### src/hw/rtl/btmx_ram.sv
// btmx_ram: generic single-write, single-read ram with registered read data
// used for the trie link and count stores; no dependencies
module btmx_ram #(
  parameter int WIDTH = 8,
  parameter int DEPTH = 64,
  parameter int AW    = (DEPTH > 1) ? $clog2(DEPTH) : 1
) (
  input  logic             clk,
  input  logic             wr_en,
  input  logic [AW-1:0]    wr_addr,
  input  logic [WIDTH-1:0] wr_data,
  input  logic [AW-1:0]    rd_addr,
  output logic [WIDTH-1:0] rd_data
);

  logic [WIDTH-1:0] mem [DEPTH];

  // write port
  always_ff @(posedge clk) begin
    if (wr_en) begin
      mem[wr_addr] <= wr_data;
    end
  end

  // registered read port
  always_ff @(posedge clk) begin
    rd_data <= mem[rd_addr];
  end

endmodule

### config.mk
export PLATFORM = sky130hd
export DESIGN_NAME = btmx_ram
export DESIGN_NICKNAME = d
export VERILOG_FILES = /design/src/hw/rtl/btmx_ram.sv
export SDC_FILE = /design/constraint.sdc
export NUM_CORES = 1
export LEC_CHECK = 0
export BUFFER_PORTS_ARGS = -buffer_cell sky130_fd_sc_hd__clkbuf_2
export CAP_MARGIN = 25
export CORE_MARGIN = 10
export CORE_UTILIZATION = 56
export CTS_CLUSTER_DIAMETER = 50
export DETAILED_ROUTE_END_ITERATION = 16
export HOLD_SLACK_MARGIN = 0.03
export PLACE_DENSITY = 0.76
export SKIP_LAST_GASP = 1
export SYNTH_ARGS = -nofsm -noshare
export SYNTH_HDL_FRONTEND = slang
export SYNTH_SLANG_ARGS = --single-unit
### constraint.sdc
create_clock -name clk -period 1.75 [get_ports clk]
set_input_delay 0.175 -clock clk [delete_from_list [all_inputs] [get_ports clk]]
set_output_delay 0.175 -clock clk [all_outputs]
set_load 0.02 [all_outputs]
**Word-level counts from Yosys, hierarchy flattened**

Memories as Yosys holds them, arrays and structs flattened. A register that Yosys moved wholly into a read port is not among the register bits.
Index checks and enable logic that the tools add are counted.

- Register bits: 0
- Bits in latches: 0
- RAM bits: 512
- Bits in read-only memories: 0
- Input bits: 22
- Output and inout bits: 8
- Word-level logic and storage cells: 3
- Memories: 1

- $add $sub $neg: 0
- Multipliers: 0
- Div/mod/pow operators: 0
- $lt $le $gt $ge: 0
- Equality and inequality tests: 0
- Shift operators: 0
- Multiplexer cells: 2
- Bitwise logic cells: 0
- Reductions and logical operators: 0

Memory list:

| name | words | bits a word | rd ports | clocked after memory_dff | write ports | RTL line | source |
|---|---|---|---|---|---|---|---|
| mem | 64 | 8 | 1 | 1 | 1 | 16 | `logic [WIDTH-1:0] mem [DEPTH];` |

Operators with widths:

| cell | number |
|---|---|
| $mux 1 | 2 |

**Depth between registers and ports, before layout**

- Depth in word-level cells: 2
- Mapped depth: 9
- Gate-level depth less buffers: 5

**Least setup slack after synthesis**

No wires, ideal clock.

- Path kind: input -> register
- From: in rd_addr[1]
- To: reg rd_data[3], read port of mem
- Library setup time: 128 ps
- Arrival: 1715 ps
- Required time: 1622 ps
- Path slack: -93 ps
- Stages on the path: 7
- Buffers on the path: 3
- Cells stage by stage: buf_4 -> buf_2 -> buf_2 -> mux4_2 -> mux4_2 -> o21ai_1 -> o41ai_1

RTL lines:

| item | RTL line | source |
|---|---|---|
| from (decl) | 12 | `input logic [AW-1:0] rd_addr,` |
| to (decl) | 13 | `output logic [WIDTH-1:0] rd_data` |

==> impl_metrics.json <==
{
  "antenna_found_initial": 4,
  "final.fill_count": 2249,
  "synth_xor_area_share_pct": 0,
  "grt_max_degree": 65,
  "synth_most_common_cell": "edfxtp_1",
  "crit_path_cell_trace": "mux4_2, mux2_4, a221oi_4, buf_4, o2bb2ai_2",
  "drt_wl_total_mm": 46.2,
  "final_util_pct": 66.3,
  "yosys.cell_types.count": 40,
  "power.leakage_nw": 7.73,
  "syn_area_sq_um": 20200,
  "end_kind": "register",
  "grt_pass1_wl_mm": 70.0,
  "slew_violations": 0,
  "synthDominantCellAreaShare_pct": 76.2,
  "std_cell_rows": 69,
  "regArea_sq_um": 15500,
  "synthMuxAreaShare_pct": 15.9,
  "synth_cells": 940,
  "track_usage_pct": 21.2,
  "fin_tns_setup_ps": -480,
  "drive_gt1_share_pct": 35.6,
  "power_per_cell_area_nw_per_um2": 1080,
  "hold_viol": 0,
  "status": "finished, violations left",
  "hold_class": "input port to register",
  "synthAdderAreaFrac_pct": 0,
  "cts_sinks": 520,
  "via_per_inst": 6.30,
  "rsz0062_at_grt": "true",
  "multi_input_area_sq_um": 4480,
  "drt-initial-drc-count": 1080,
  "crit_arrival_ps": 2350,
  "finClkSkew_ps": 19.2,
  "first_global_vias": 10700,
  "cp_max_fo": 1,
  "synth_edf_count": 512,
  "fin_crit_sh_pct": 106,
  "synth_compound_area_share_pct": 2.07,
  "cts_tree": "built",
  "slowest_stage": "mux4_2",
  "die_h_um": 210,
  "violations": "setup timing",
  "setup_ws_ps": -111,
  "timing.max_cap.violations": 0,
  "synth_common_cells": "512 x edfxtp_1, 126 x mux4_2, 83 x nor2_1",
  "crit_required_ps": 2240,
  "synth_top_family_by_area": "multiplexers",
  "ir_worst_vdd_mv": 0.963,
  "syn2layout_area_growth_pct": 17.0,
  "cts_made_buffers": 51,
  "place_congestion": 0.886,
  "dpl_cell_area_sq_um": 21900,
  "firstDrtPassIters": 6,
  "yosysWarnings": 0,
  "period_minus_slack_ps": 1860,
  "htree_num_levels": 2,
  "dieArea_sq_um": 44000,
  "final_area_sq_um": 23600,
  "core-area_sq_um": 35600,
  "ys.flop_type": "edfxtp_1",
  "wl_per_cell_um": 28.3,
  "postRouteAntennaNets": 0,
  "synth_area_leaders": "edfxtp_1 76%, mux4_2 14%, nor2_1 1.5%, mux2i_1 1.1%, dfxtp_1 0.79%",
  "async_flop_share_pct": 0,
  "cts_max_path_buffers": 3,
  "synth-seq-cells": 520,
  "slew_headroom_pct": 49.6,
  "path_clk_slew_ps": 60,
  "dp_hpwl_mm": 28.6,
  "syn_nets": 962,
  "numPortBuffers": 29,
  "grt-ovfl-total": 0,
  "yosys.area.top_type": "edfxtp_1",
  "critPathMaxStageDelay_ps": 510,
  "remaining_drc_errors": 0,
  "pin_count": 30,
  "seq_area_frac_synth_pct": 77.0,
  "cp-start-kind": "register",
  "clk_latency_ps": 590,
  "vias": 10300,
  "finalPower_mw": 25.5,
  "critPathKind": "register to register",
  "nNetsFinal": 1156,
  "die_x_um": 210,
  "max_freq_ghz": 0.537,
  "final-setup-viol-count": 6,
  "tightest_slew_ps": 755,
  "syn_avg_cell_area_sq_um": 21.5,
  "start_util_pct": 56.7,
  "yosys.area_share.simple_pct": 3.39,
  "root_buffer": "clkbuf_16"
}
==> logic make-up after synthesis <==
group,count (synthesis)
DFF,520
muxes,162
AOI/OAI and AO/OA,54
buffers and inverters,51
and+or+nand+nor,153
==> state kept, by name (all words and copies together) (netlist names) <==
name     count
rd_data      8
mem        512
==> cell usage in the layout (no fill, tap or decap), drive strengths merged, types with 3 or more instances in the layout <==
cell / count
nand2: 19
clkbuf: 90
o221ai: 8
dfxtp: 8
a211oi: 4
o2bb2ai: 3
nand3b: 3
a22oi: 3
a221oi: 6
edfxtp: 512
nor2b: 14
buf: 165
nand2b: 7
nand3: 13
mux2: 13
o2111ai: 3
clkinv: 25
o21ai: 4
mux4: 126
a21oi: 3
nor2: 83
nor3: 7
mux2i: 23
o22ai: 8
==> metrics by stage <==
step / hold WS (ps) / cells / setup WS, ps
detailed placement: 638 / 1543 / -579
global route: 147 / 1635 / -158
finish: 143 / 1637 / -111
global placement: 638 / 1543 / -516
floorplan: 274 / 940 / 0.236
CTS: 101 / 1635 / -87.9
==> report_power, final <==
| part | switching (mW) | internal, mW | total [mW] |
|---|---|---|---|
| combinational | 0.877 | 0.612 | 1.49 |
| clock | 4.52 | 5.65 | 10.2 |
| sequential | 0.0500 | 13.8 | 13.8 |
==> area by class of cell <==
| type | count | area share, % |
|---|---|---|
| clock inverter | 30 | 0.854 |
| multi-input combinational | 369 | 19.0 |
| tap | 461 | 2.44 |
| clock buffer | 63 | 5.60 |
| sequential | 520 | 65.8 |
| timing repair buffer | 192 | 6.23 |
| antenna | 2 | 0.0212 |
==> path summary, 6_finish.rpt <==
| kind | from | endpoint | slack, ps | cells past startpoint |
|---|---|---|---|---|
| max reg2reg | mem[46][1]$_DFFE_PP_ | rd_data[1]$_DFF_P_ | -110 | 5 |
| max | mem[46][1]$_DFFE_PP_ | rd_data[1]$_DFF_P_ | -110 | 5 |
| min reg2reg | mem[31][6]$_DFFE_PP_ | rd_data[6]$_DFF_P_ | 880 | 3 |
| min | rd_addr[5] | rd_data[2]$_DFF_P_ | 140 | 4 |
==> what timing repair did <==
item                                    CTS  global route
setup buffers                             0             0
endpoints found under the setup margin    8             8
pin swaps                                 6             4
resized for setup                        27             4
hold buffers                              0             0
==> routing by layer <==
layer	GRT usage [%]	vias to the layer above	routed length (um)
met4	6.75	4	1400
met5	0	-	21
met2	33.6	555	22500
met1	28.9	5350	17700
met3	4.93	100	4680
li1	-	4311	-
==> worst max-delay path: cells and delay by family (launching register included) <==
kind                   cells  cell delay (ps)
buffers and inverters      1              190
AOI/OAI and AO/OA          2              380
muxes                      2              840
DFF                        1              360
(Power assumes the default switching activity.)
